File: src/sv/cpsb_pkg.sv
// Shared types, constants and defaults for the cell pack statistics and balance mask block.
`default_nettype none

package cpsb_pkg;

  localparam int CELLS           = 6;
  localparam int CELL_W          = 16;
  localparam int ADDR_W          = 6;
  localparam int SUM_W           = 23;
  localparam int ITEM_SUM_W      = CELL_W + 3;
  localparam int DELTA_W         = 17;
  localparam int COUNT_W         = 7;
  localparam int DUTY_W          = 6;
  localparam int ROW_W           = CELLS * CELL_W + ADDR_W;
  localparam int IN_TDATA_W      = 104;
  localparam int OUT_TDATA_W     = 104;
  localparam int PADDR_W         = 5;
  localparam int PDATA_W         = 32;
  localparam int DEFAULT_MODULES = 16;

  localparam logic [CELL_W-1:0]  LOW_START = 16'd13107;
  localparam logic [DUTY_W-1:0]  DUTY_ON   = 6'd50;
  localparam logic [SUM_W-1:0]   SUM_MAX   = 23'h7FFFFF;
  localparam logic [COUNT_W-1:0] COUNT_MAX = 7'd127;

  localparam logic [CELL_W-1:0] RST_START_CODE = 16'd10747;
  localparam logic [CELL_W-1:0] RST_DELTA_MIN  = 16'd104;
  localparam logic [CELL_W-1:0] RST_LOW_MIN    = 16'd1311;
  localparam logic [CELL_W-1:0] RST_HIGH_MAX   = 16'd11795;

  localparam logic [2:0] REG_BAL_EN   = 3'd0;
  localparam logic [2:0] REG_START    = 3'd1;
  localparam logic [2:0] REG_DELTA    = 3'd2;
  localparam logic [2:0] REG_LOW_MIN  = 3'd3;
  localparam logic [2:0] REG_HIGH_MAX = 3'd4;

  typedef enum logic [1:0] {
    ST_ACC,
    ST_STATS,
    ST_EMIT
  } state_t;

endpackage

`default_nettype wire

File: src/sv/cpsb_ram.sv
// Generic single-port-write, single-port-read RAM with a registered read and read enable.
`default_nettype none

module cpsb_ram #(
  parameter int WIDTH = 8,
  parameter int DEPTH = 16,
  parameter int AW    = (DEPTH > 1) ? $clog2(DEPTH) : 1
) (
  input  wire logic             clk,
  input  wire logic             we,
  input  wire logic [AW-1:0]    waddr,
  input  wire logic [WIDTH-1:0] wdata,
  input  wire logic             re,
  input  wire logic [AW-1:0]    raddr,
  output logic      [WIDTH-1:0] rdata
);

  logic [WIDTH-1:0] mem [DEPTH];

  always_ff @(posedge clk) begin
    if (we) begin
      mem[waddr] <= wdata;
    end
    if (re) begin
      rdata <= mem[raddr];
    end
  end

endmodule

`default_nettype wire

File: src/sv/cell_pack_stats_balance_mask.sv
// Top level of the cell pack statistics and balance mask block.
//
// The in_ channel takes one word per battery module: six 16-bit cell codes
// and the module address in tdata, with tlast marking the final module of a
// sweep. Each accepted word is registered, then in the next cycle its cells
// are written as one row of the cell RAM while the pack sum, low cell and
// high cell accumulators are updated, so the block takes one word a cycle.
// After the final word, in_tready drops; the pack statistics settle in
// ST_STATS, then the RAM is read one row a cycle and one out_ word per
// stored module follows, in arrival order, with out_tlast on the last one.
// The first result comes through a RAM read into the result register.
// The result register holds its word while out_tready is low; the RAM read
// is then held, and the walk resumes when the word is taken. Once the last
// result is loaded the accumulators are clear and input is taken again.
// Modules beyond MODULES are not stored, but their tlast still ends the sweep.
// Reset (synchronous, rst_n low) restores the configuration defaults and
// clears the sweep; the RAM is not cleared and needs no clearing pass.
// Registers lie on the APB port at byte addresses 0, 4, 8, 12 and 16.
`default_nettype none

module cell_pack_stats_balance_mask #(
  parameter int MODULES = cpsb_pkg::DEFAULT_MODULES
) (
  input  wire logic                             clk,
  input  wire logic                             rst_n,
  input  wire logic                             in_tvalid,
  output logic                                  in_tready,
  // cell_a, cell_b, cell_c, cell_d, cell_e, cell_f, module_addr, zero pad
  input  wire logic [cpsb_pkg::IN_TDATA_W-1:0]  in_tdata,
  input  wire logic                             in_tlast,
  output logic                                  out_tvalid,
  input  wire logic                             out_tready,
  // out_module_addr, balance_mask, balance_duty, pack_sum, low_cell,
  // high_cell, cell_delta, cell_count, balancing_active, zero pad
  output logic      [cpsb_pkg::OUT_TDATA_W-1:0] out_tdata,
  output logic                                  out_tlast,
  input  wire logic                             psel,
  input  wire logic                             penable,
  input  wire logic                             pwrite,
  input  wire logic [cpsb_pkg::PADDR_W-1:0]     paddr,
  input  wire logic [cpsb_pkg::PDATA_W-1:0]     pwdata,
  output logic      [cpsb_pkg::PDATA_W-1:0]     prdata,
  output logic                                  pready
);

  import cpsb_pkg::*;

  localparam int AW   = (MODULES > 1) ? $clog2(MODULES) : 1;
  localparam int CW   = $clog2(MODULES + 1);
  localparam int CNTW = (CW + 3 > COUNT_W) ? CW + 3 : COUNT_W;

  // Configuration registers.
  logic              bal_en_r;
  logic [CELL_W-1:0] start_code_r;
  logic [CELL_W-1:0] delta_min_r;
  logic [CELL_W-1:0] low_min_r;
  logic [CELL_W-1:0] high_max_r;
  logic              cfg_wr;
  logic [2:0]        reg_idx;

  // Input stage.
  logic             s_valid_r;
  logic             s_last_r;
  logic [ROW_W-1:0] s_row_r;

  // Accumulators and control.
  state_t            state_r, state_nxt;
  logic [CW-1:0]     seen_r, seen_nxt;
  logic [SUM_W-1:0]  sum_r, sum_nxt;
  logic [CELL_W-1:0] low_r, low_nxt;
  logic [CELL_W-1:0] high_r, high_nxt;
  logic [CW-1:0]     emit_k_r, emit_k_nxt;
  logic [CW-1:0]     lidx_r;
  logic              pend_r, pend_nxt;
  logic              out_valid_r, out_valid_nxt;

  // Sweep statistics held during the walk.
  logic [CW-1:0]      st_n_r;
  logic [SUM_W-1:0]   st_sum_r;
  logic [CELL_W-1:0]  st_low_r;
  logic [CELL_W-1:0]  st_high_r;
  logic [DELTA_W-1:0] st_delta_r;
  logic [COUNT_W-1:0] st_count_r;
  logic               st_active_r;

  logic [OUT_TDATA_W-1:0] out_data_r;
  logic                   out_last_r;

  logic                  store;
  logic                  out_free;
  logic                  rd_issue;
  logic                  load_out;
  logic                  last_idx;
  logic [ITEM_SUM_W-1:0] item_sum;
  logic [CELL_W-1:0]     item_lo;
  logic [CELL_W-1:0]     item_hi;
  logic [CELL_W-1:0]     c;
  logic [SUM_W:0]        sum_ext;
  logic [DELTA_W-1:0]    delta;
  logic                  active;
  logic [CNTW-1:0]       cnt_full;
  logic [COUNT_W-1:0]    count;
  logic [ROW_W-1:0]      ram_rdata;
  logic [CELLS-1:0]      mask;

  // APB register file.
  assign pready  = 1'b1;
  assign cfg_wr  = psel && penable && pwrite && pready;
  assign reg_idx = paddr[PADDR_W-1:2];

  always_ff @(posedge clk) begin
    if (!rst_n) begin
      bal_en_r     <= 1'b0;
      start_code_r <= RST_START_CODE;
      delta_min_r  <= RST_DELTA_MIN;
      low_min_r    <= RST_LOW_MIN;
      high_max_r   <= RST_HIGH_MAX;
    end else if (cfg_wr) begin
      case (reg_idx)
        REG_BAL_EN:   bal_en_r     <= pwdata[0];
        REG_START:    start_code_r <= pwdata[CELL_W-1:0];
        REG_DELTA:    delta_min_r  <= pwdata[CELL_W-1:0];
        REG_LOW_MIN:  low_min_r    <= pwdata[CELL_W-1:0];
        REG_HIGH_MAX: high_max_r   <= pwdata[CELL_W-1:0];
        default: ;
      endcase
    end
  end

  always_comb begin
    case (reg_idx)
      REG_BAL_EN:   prdata = {{(PDATA_W-1){1'b0}}, bal_en_r};
      REG_START:    prdata = {{(PDATA_W-CELL_W){1'b0}}, start_code_r};
      REG_DELTA:    prdata = {{(PDATA_W-CELL_W){1'b0}}, delta_min_r};
      REG_LOW_MIN:  prdata = {{(PDATA_W-CELL_W){1'b0}}, low_min_r};
      REG_HIGH_MAX: prdata = {{(PDATA_W-CELL_W){1'b0}}, high_max_r};
      default:      prdata = '0;
    endcase
  end

  // Input stage.
  assign in_tready = (state_r == ST_ACC) && !(s_valid_r && s_last_r);

  always_ff @(posedge clk) begin
    if (!rst_n) begin
      s_valid_r <= 1'b0;
      s_last_r  <= 1'b0;
    end else begin
      s_valid_r <= in_tvalid && in_tready;
      s_last_r  <= in_tlast;
    end
  end

  always_ff @(posedge clk) begin
    if (in_tvalid && in_tready) begin
      s_row_r <= in_tdata[ROW_W-1:0];
    end
  end

  // Six-cell reduction against the running accumulators.
  always_comb begin
    item_sum = '0;
    item_lo  = low_r;
    item_hi  = high_r;
    c        = '0;
    for (int i = 0; i < CELLS; i++) begin
      c        = s_row_r[i*CELL_W +: CELL_W];
      item_sum = item_sum + ITEM_SUM_W'(c);
      if (c >= low_min_r && c < item_lo) begin
        item_lo = c;
      end
      if (c <= high_max_r && c > item_hi) begin
        item_hi = c;
      end
    end
  end

  assign sum_ext = {1'b0, sum_r} + (SUM_W+1)'(item_sum);
  assign store   = s_valid_r && (seen_r < CW'(MODULES));

  // Pack statistics from the settled accumulators.
  assign delta    = {1'b0, high_r} - {1'b0, low_r};
  assign active   = bal_en_r && (high_r > start_code_r) &&
                    ($signed(delta) > $signed({1'b0, delta_min_r}));
  assign cnt_full = CNTW'({seen_r, 2'b00}) + CNTW'({seen_r, 1'b0});
  assign count    = (cnt_full > CNTW'(COUNT_MAX)) ? COUNT_MAX : cnt_full[COUNT_W-1:0];

  // Result walk.
  assign out_free = !out_valid_r || out_tready;
  assign rd_issue = (state_r == ST_EMIT) && (emit_k_r < st_n_r) && (!pend_r || out_free);
  assign load_out = pend_r && out_free;
  assign last_idx = (lidx_r == st_n_r - CW'(1));

  cpsb_ram #(
    .WIDTH (ROW_W),
    .DEPTH (MODULES),
    .AW    (AW)
  ) u_cell_ram (
    .clk   (clk),
    .we    (store),
    .waddr (seen_r[AW-1:0]),
    .wdata (s_row_r),
    .re    (rd_issue),
    .raddr (emit_k_r[AW-1:0]),
    .rdata (ram_rdata)
  );

  always_comb begin
    state_nxt     = state_r;
    seen_nxt      = seen_r;
    sum_nxt       = sum_r;
    low_nxt       = low_r;
    high_nxt      = high_r;
    emit_k_nxt    = emit_k_r;
    pend_nxt      = rd_issue || (pend_r && !out_free);
    out_valid_nxt = out_valid_r;
    if (load_out) begin
      out_valid_nxt = 1'b1;
    end else if (out_tready) begin
      out_valid_nxt = 1'b0;
    end
    case (state_r)
      ST_ACC: begin
        if (store) begin
          seen_nxt = seen_r + CW'(1);
          sum_nxt  = (sum_ext > (SUM_W+1)'(SUM_MAX)) ? SUM_MAX : sum_ext[SUM_W-1:0];
          low_nxt  = item_lo;
          high_nxt = item_hi;
        end
        if (s_valid_r && s_last_r) begin
          state_nxt = ST_STATS;
        end
      end
      ST_STATS: begin
        seen_nxt   = '0;
        sum_nxt    = '0;
        low_nxt    = LOW_START;
        high_nxt   = '0;
        emit_k_nxt = '0;
        state_nxt  = (seen_r == '0) ? ST_ACC : ST_EMIT;
      end
      ST_EMIT: begin
        if (rd_issue) begin
          emit_k_nxt = emit_k_r + CW'(1);
        end
        if (load_out && last_idx) begin
          state_nxt = ST_ACC;
        end
      end
      default: state_nxt = ST_ACC;
    endcase
  end

  always_ff @(posedge clk) begin
    if (!rst_n) begin
      state_r     <= ST_ACC;
      seen_r      <= '0;
      sum_r       <= '0;
      low_r       <= LOW_START;
      high_r      <= '0;
      emit_k_r    <= '0;
      pend_r      <= 1'b0;
      out_valid_r <= 1'b0;
    end else begin
      state_r     <= state_nxt;
      seen_r      <= seen_nxt;
      sum_r       <= sum_nxt;
      low_r       <= low_nxt;
      high_r      <= high_nxt;
      emit_k_r    <= emit_k_nxt;
      pend_r      <= pend_nxt;
      out_valid_r <= out_valid_nxt;
    end
  end

  always_ff @(posedge clk) begin
    if (state_r == ST_STATS) begin
      st_n_r      <= seen_r;
      st_sum_r    <= sum_r;
      st_low_r    <= low_r;
      st_high_r   <= high_r;
      st_delta_r  <= delta;
      st_count_r  <= count;
      st_active_r <= active;
    end
    if (rd_issue) begin
      lidx_r <= emit_k_r;
    end
    if (load_out) begin
      out_data_r <= {{(OUT_TDATA_W-98){1'b0}}, st_active_r, st_count_r, st_delta_r,
                     st_high_r, st_low_r, st_sum_r,
                     st_active_r ? DUTY_ON : {DUTY_W{1'b0}},
                     mask, ram_rdata[ROW_W-1 -: ADDR_W]};
      out_last_r <= last_idx;
    end
  end

  always_comb begin
    for (int i = 0; i < CELLS; i++) begin
      mask[i] = st_active_r && (ram_rdata[i*CELL_W +: CELL_W] > st_low_r);
    end
  end

  assign out_tvalid = out_valid_r;
  assign out_tdata  = out_data_r;
  assign out_tlast  = out_last_r;

  // The held RAM word must not change while a read result waits on a stall.
  a_hold_read: assert property (@(posedge clk) disable iff (!rst_n)
    (pend_r && !out_free) |=> $stable(ram_rdata))
    else $error("RAM read data changed while the result register was stalled");

  a_seen_bound: assert property (@(posedge clk) disable iff (!rst_n)
    seen_r <= CW'(MODULES))
    else $error("module count exceeded the store depth");

  a_walk_bound: assert property (@(posedge clk) disable iff (!rst_n)
    (state_r == ST_EMIT) |-> (emit_k_r <= st_n_r))
    else $error("result walk ran past the stored modules");

  a_no_input_after_final: assert property (@(posedge clk) disable iff (!rst_n)
    (s_valid_r && s_last_r) |-> !(in_tvalid && in_tready))
    else $error("input word taken behind the final word of a sweep");

endmodule

`default_nettype wire
File: config.mk
export PLATFORM = sky130hd
export DESIGN_NAME = cell_pack_stats_balance_mask
export DESIGN_NICKNAME = d
export VERILOG_FILES = /design/src/sv/cpsb_pkg.sv /design/src/sv/cpsb_ram.sv /design/src/sv/cell_pack_stats_balance_mask.sv
export SDC_FILE = /design/constraint.sdc
export NUM_CORES = 2
export LEC_CHECK = 0
export BUFFER_PORTS_ARGS = -buffer_cell sky130_fd_sc_hd__buf_2
export CAP_MARGIN = 20
export CORE_MARGIN = 10
export CORE_UTILIZATION = 23
export DETAILED_ROUTE_END_ITERATION = 8
export GPL_TIMING_DRIVEN = 0
export PLACE_DENSITY_LB_ADDON = 0.08
export SLEW_MARGIN = 25
export SYNTH_ARGS = -nofsm -noshare
export SYNTH_HDL_FRONTEND = slang
export SYNTH_SLANG_ARGS = --single-unit
File: constraint.sdc
create_clock -name clk -period 14 [get_ports clk]
set_clock_uncertainty 0.1 [all_clocks]
set_input_delay 2.8 -clock clk [delete_from_list [all_inputs] [get_ports clk]]
set_output_delay 2.8 -clock clk [all_outputs]
set_load 0.005 [all_outputs]
* Word level (Yosys, flattened, before mapping)
Memories as Yosys holds them, arrays and structs flattened. A register that Yosys moved wholly into a read port is not among the register bits.
Cells that the tools add are included.
** Storage, ports and cells
- Register bits after elaboration :: 427
- RAM bits :: 1632
- Input port bits :: 149
- Output and inout port bits :: 140
- Logic and storage cells :: 170
- Memories :: 1
** Operators by class
- Add/subtract/negate cells :: 11
- $lt $le $gt $ge :: 36
- Equality and inequality tests :: 11
- Multiplexer cells :: 33
- Reductions and logical operators :: 52
** Memory list
- u_cell_ram.mem :: words 16, bits a word 102, read ports 1, clocked after Yosys merged registers in 1, wr ports 1, RTL line cpsb_ram.sv:18 : logic [WIDTH-1:0] mem [DEPTH];
** Operator list (count)
- 16-bit 2-to-1 mux :: 14
- 16-bit > comparator :: 13
- 16-bit >= comparator :: 6
- 16-bit less-or-equal comparator :: 6
- 16-bit < comparator :: 6
- 16-bit case mux with 5 select lines :: 1
- 16-bit case mux with 2 select lines :: 2
- 23-bit 2-to-1 mux :: 2
- 23-bit case mux with 2 select lines :: 1
- 19-bit by 16-bit adder with 19-bit output :: 2
- 1-bit logical AND :: 31
- 23-bit by 19-bit adder with 24-bit output :: 1
- 24-bit by 23-bit > comparator with 1-bit output (second input constant) :: 1
- 5-bit case mux with 2 select lines :: 2
- 18-bit by 16-bit adder with 19-bit output :: 1
- 17-bit by 16-bit adder with 18-bit output :: 1
- 16-bit by 16-bit adder with 17-bit output :: 1
- 17-bit > comparator :: 1
- 16-bit by 16-bit subtractor with 17-bit output :: 1
- 2-bit AND reduction :: 8
- 5-bit by 1-bit adder with 5-bit output (second input constant) :: 2
- 5-bit 2-to-1 mux :: 2
- 7-bit by 6-bit adder with 8-bit output :: 1
- 8-bit by 7-bit > comparator with 1-bit output (second input constant) :: 1
- other kinds (21) :: 36

* Logic depth before layout (Yosys ltp)
- Depth after elaboration :: 20
- Mapped depth :: 85
- Gate-level depth less buffers :: 76

* Hierarchy
From an unflattened synthesis, not the netlist that was laid out.
** Second synthesis, totals
- Cells, all modules :: 5730
- Area, all modules :: 95850.7 um^2
** By module, submodules not included
- cpsb_ram :: times used 1, cells an instance 2610, area an instance 63980.1 um^2, sequential area each 52069.9 um^2
- cell_pack_stats_balance_mask :: times used 1, cells an instance 3120, area an instance 31870.6 um^2, sequential area each 11280.8 um^2

* Least setup slack after synthesis
No wires, ideal clock.
- Path kind :: reg2reg
- Start point :: register s_row_r[0]
- End point :: register low_r[12]
- Library setup time :: 0.128 ns
- Arrival time :: 14.849 ns
- Required time :: 13.772 ns
- Setup slack :: -1.076 ns
- Stages on the path, launching flop included :: 76
- Buffers on the path :: 8
- Path through :: edfxtp_1 -> inv_1 -> ha_1 -> nand2b_1 -> a21o_1 -> a21o_1 -> a21oi_1 -> o211ai_1 -> a221o_1 -> o211ai_1 -> clkbuf_1 -> mux2i_1 -> ha_1 -> a21o_1 -> a21o_1 -> a21oi_1 -> nor2_1 -> a211oi_1 -> (+40 left out) -> o211ai_1 -> nor3_1 -> and3_1 -> a22o_1 -> clkbuf_1 -> buf_2 -> mux2i_1 -> ha_1 -> a21o_1 -> a21o_1 -> a21oi_1 -> o21ai_0 -> nor4b_1 -> nor2_1 -> o41ai_2 -> clkbuf_1 -> a22o_1 -> a21oi_1
** On the way
- Word-level cells in the longest chain between the ends :: 20
** Ends and longest elaborated chain
- from (decl) :: RTL line cell_pack_stats_balance_mask.sv:64 : logic [ROW_W-1:0] s_row_r;
- from (signal assigned) :: RTL line cell_pack_stats_balance_mask.sv:156 : s_row_r <= in_tdata[ROW_W-1:0];
- 16-bit >= comparator or 16-bit < comparator (tied branches) :: RTL line cell_pack_stats_balance_mask.sv:169 : if (c >= low_min_r && c < item_lo) begin
- 1-bit logical AND :: RTL line cell_pack_stats_balance_mask.sv:169
- 16-bit 2-to-1 mux (*) :: RTL line cell_pack_stats_balance_mask.sv:169
- 16-bit < comparator :: RTL line cell_pack_stats_balance_mask.sv:169
- 1-bit logical AND :: RTL line cell_pack_stats_balance_mask.sv:169
- 16-bit 2-to-1 mux (*) :: RTL line cell_pack_stats_balance_mask.sv:169
- 16-bit < comparator :: RTL line cell_pack_stats_balance_mask.sv:169
- 1-bit logical AND :: RTL line cell_pack_stats_balance_mask.sv:169
- (+4 left out)
- 16-bit < comparator :: RTL line cell_pack_stats_balance_mask.sv:169
- 1-bit logical AND :: RTL line cell_pack_stats_balance_mask.sv:169
- 16-bit 2-to-1 mux (*) :: RTL line cell_pack_stats_balance_mask.sv:169
- 16-bit < comparator :: RTL line cell_pack_stats_balance_mask.sv:169
- 1-bit logical AND :: RTL line cell_pack_stats_balance_mask.sv:169
- 16-bit 2-to-1 mux (*) :: RTL line cell_pack_stats_balance_mask.sv:169
- 16-bit 2-to-1 mux (*) :: RTL line cell_pack_stats_balance_mask.sv:224 : if (store) begin
- 16-bit case mux with 2 select lines (*) :: RTL line cell_pack_stats_balance_mask.sv:222 : case (state_r)
- to (signal assigned) :: RTL line cell_pack_stats_balance_mask.sv:268 : low_r <= low_nxt;
- to (decl) :: RTL line cell_pack_stats_balance_mask.sv:70 : logic [CELL_W-1:0] low_r, low_nxt;
Every way passes the cells marked *; elsewhere a longest branch is shown, timed or not. The select of a mux whose other input is x is not followed.
A chain may end at the register's enable or synchronous reset.

* Final worst setup path
- Start point :: register s_row_r[10]
- End point :: register high_r[13]
** On the way
- Word-level cells in the longest chain between the ends :: 20
** Ends and longest elaborated chain
- 16-bit less-or-equal comparator or 16-bit > comparator (tied branches) :: RTL line cell_pack_stats_balance_mask.sv:172 : if (c <= high_max_r && c > item_hi) begin
- 1-bit logical AND :: RTL line cell_pack_stats_balance_mask.sv:172
- 16-bit 2-to-1 mux (*) :: RTL line cell_pack_stats_balance_mask.sv:172
- 16-bit > comparator :: RTL line cell_pack_stats_balance_mask.sv:172
- 1-bit logical AND :: RTL line cell_pack_stats_balance_mask.sv:172
- 16-bit 2-to-1 mux (*) :: RTL line cell_pack_stats_balance_mask.sv:172
- 16-bit > comparator :: RTL line cell_pack_stats_balance_mask.sv:172
- 1-bit logical AND :: RTL line cell_pack_stats_balance_mask.sv:172
- (+4 left out)
- 16-bit > comparator :: RTL line cell_pack_stats_balance_mask.sv:172
- 1-bit logical AND :: RTL line cell_pack_stats_balance_mask.sv:172
- 16-bit 2-to-1 mux (*) :: RTL line cell_pack_stats_balance_mask.sv:172
- 16-bit > comparator :: RTL line cell_pack_stats_balance_mask.sv:172
- 1-bit logical AND :: RTL line cell_pack_stats_balance_mask.sv:172
- 16-bit 2-to-1 mux (*) :: RTL line cell_pack_stats_balance_mask.sv:172
- 16-bit 2-to-1 mux (*) :: RTL line cell_pack_stats_balance_mask.sv:224
- 16-bit case mux with 2 select lines (*) :: RTL line cell_pack_stats_balance_mask.sv:222
- to (signal assigned) :: RTL line cell_pack_stats_balance_mask.sv:269 : high_r <= high_nxt;
- to (decl) :: RTL line cell_pack_stats_balance_mask.sv:71 : logic [CELL_W-1:0] high_r, high_nxt;
Marks and branches as above.

==> flow_metrics.tcl <==
set metrics [dict create \
    r2r-start "s_row_r[10]" \
    placedCellCount 11638 \
    vias 56407 \
    ant_nets 0 \
    timing.rr.end "high_r[13]" \
    synth-edff-count 2019 \
    cp_max_fo 8 \
    gp_congestion 0.817 \
    cts_buffers 268 \
    fp.dieArea_um2 444000 \
    start_kind "flop" \
    fin_ws_ps -375 \
    grt_max_degree 56 \
    insertion_delay_ps 910 \
    grt_pass1_wl_um 526000 \
    rsz0062_at_grt "true" \
    antenna_found_initial 43 \
    fin_crit_ps 14380 \
    final.period_utilization_pct 103 \
    tightest_slew_ps 1120 \
    whs_ps 313 \
    overflow 0 \
    crit_type "reg2reg" \
    hold_buffers 0 \
    finalSetupViolations 16 \
    cp.required_ps 14680 \
    r2r_cells 83 \
    max_cap_viol_count 0 \
    htreeDepth 5 \
    yosys_warnings 0 \
    routed_wl_um 391000 \
    ys_seq_elements 2155 \
    p_leak_nw 42.5 \
    first_iter_violations 4570 \
    path_clk_slew_ps 60 \
    critPathMaxStageDelay_ps 510 \
    dp_hpwl_um 287000 \
    nets 7368 \
    critical_path_arrival_ps 15050 \
    hold_violations 0 \
    cts-root-buf "clkbuf_16" \
    coreArea_um2 417000 \
    vias_per_cell 4.59 \
    start_util_pct 23.1 \
    drc_errors 0 \
    r2r_slack_ps -380 \
    grtUsageTotal_pct 17.2 \
    violations "negative setup slack" \
    die_h_um 666 \
    drv_slew 0 \
    crit_path_end_kind "flop" \
    ys_seq_area_share_pct 65.9 \
    fmax_mhz 69.6 \
    slew_headroom_pct 25.5 \
    worstHoldStart "st_sum_r[0]" \
    finalNonFillerCells 12298 \
    synth_cell_type_count 83 \
    cellPowerDensity_nw_per_um2 141 \
    cp_slowest_cell "edfxtp_1" \
    cp-startpoint "s_row_r[10]" \
    first_global_vias 58327 \
    avgSynthCellArea_um2 17.4 \
    first_pass_iters 6 \
    drive_gt1_share_pct 30.2 \
    cts_sinks 2155 \
    hp-class "reg2reg" \
    cts_tree "done" \
    mostFrequentLayoutCell "edfxtp_1" \
    avgRoutedWirePerCell_um 31.8 \
    rows 237 \
    fp.dieW_um 666 \
    top_level_ports 289 \
    clock_path_buffers 4 \
    synth-main-ff-cell "edfxtp_1" \
    max-vdd-ir-drop_mv 0.0873 \
    syn_to_final_growth_pct 27.9 \
    synth_cells 5538 \
    syn_area_um2 96100 \
    critPathMostFrequentCell "ha_4" \
    crit_end "high_r[13]" \
    async_flop_share_pct 0 \
    numPortBuffers 241 \
    outcome "finished, violations left" \
    final_cell_mix "edfxtp_1, ha_1, mux4_2" \
]
==> metrics by stage <==
| step | setup TNS [ps] | area [um^2] | total power [mW] | util [%] | setup WS, ps |
|---|---|---|---|---|---|
| final | -4900 | 123000 | 17.3 | 29.5 | -375 |
| after global routing | -17040 | 123000 | 18.1 | 29.5 | -844 |
| after CTS | -1830 | 122000 | 17.4 | 29.4 | -180 |
| after detailed placement | -112150 | 111000 | 10.0 | 26.7 | -3890 |
| after global placement | -531470 | 104000 | 9.89 | 25.0 | -5260 |
| after floorplan | 0 | 96300 | 8.98 | - | 9.21 |
==> sequential cells by signal, indices dropped and copies added (netlist names), 17 cells and up <==
register and count:
sum_r 23, s_row_r 102, st_delta_r 17, st_sum_r 23
out_tdata 92, u_cell_ram.mem 1632, u_cell_ram.rdata 102
==> worst min path at each step <==
stage | endpoint | slack [ps] | cells past startpoint
6_report | out_tdata[18] | 310 | 0
5_1_grt | out_tdata[68] | 320 | 0
4_1_cts | out_tdata[68] | 320 | 0
3_5_place_dp | out_tdata[83] | 310 | 0
3_3_place_gp | out_tdata[1] | 300 | 0
2_1_floorplan | out_tdata[0] | 300 | 0
==> metal layers <==
layer | share of wire [%] | global-route usage, % | routed length (um) | vias up
li1 | - | - | - | 24177
met1 | 45 | 23.7 | 178000 | 30173
met2 | 47 | 28.4 | 185000 | 1552
met3 | 4.1 | 2.24 | 16200 | 491
met4 | 3.2 | 4.57 | 12400 | 14
met5 | 0.026 | 0 | 100 | -
==> worst max-delay path, delay by kind of cell, from the launching register on <==
kind                     cells  cell delay, ps
multiplexers                 3             880
AO/OA/AOI/OAI               35            5830
buffers and inverters       14            1790
flip-flops                   1             510
adder cells (fa/ha/maj)      6            1330
AND/OR/NAND/NOR             25            3750
==> cells by family (layout without fill, tap and decap cells) <==
logic type               count (synthesis)  after routing  share of synthesized area [%]
flip-flops                            2155           2155                           65.9
AO/OA/AOI/OAI                          795            795                           5.56
AND/OR/NAND/NOR                        711            711                           3.63
XOR/XNOR                                43             43                          0.392
adder cells (fa/ha/maj)                643            643                           8.99
buffers and inverters                  570           1797                           2.37
other                                    2             38                        0.00781
multiplexers                           619            619                           13.1
==> cells in the mapped netlist, types with 46 or more instances <==
master	n	area share, %
edfxtp_1	2019	63
o21ai_0	170	0.89
nand2b_1	50	0.33
mux2i_1	76	0.79
clkbuf_1	135	0.53
nor2_1	102	0.40
nor2b_1	54	0.35
mux4_2	510	12
inv_1	349	1.4
buf_1	46	0.18
nand2_1	268	1.0
fa_1	80	1.7
a21o_1	123	0.96
dfxtp_1	136	2.8
ha_1	562	7.3
a21oi_1	161	0.84
a21boi_0	66	0.52
nand4_1	81	0.53
==> layout make-up <==
cell class              count  area [um^2]
diodes                     12         30.0
flip-flops and latches   2155        63400
inverters                 349         1340
fillers                 41040       294000
plain buffers             219         1330
clock inverters           149         1600
multi-input cells        2837        31900
clock buffers             333         7070
well taps                5497         6880
repair buffers            747         9480
==> where the power goes <==
group	switching, mW	internal [mW]
Sequential	0.180	7.16
Combinational	1.66	1.37
Clock	2.89	4.05
Total	4.74	12.6
==> what timing repair did <==
item	CTS	global route
setup endpoints to repair	32	32
setup buffers	135	27
cloned	7	2
pin swaps	92	68
hold endpoints to repair	0	0
gates resized for setup	255	73
Note: power is estimated with default switching activity, not from simulation.
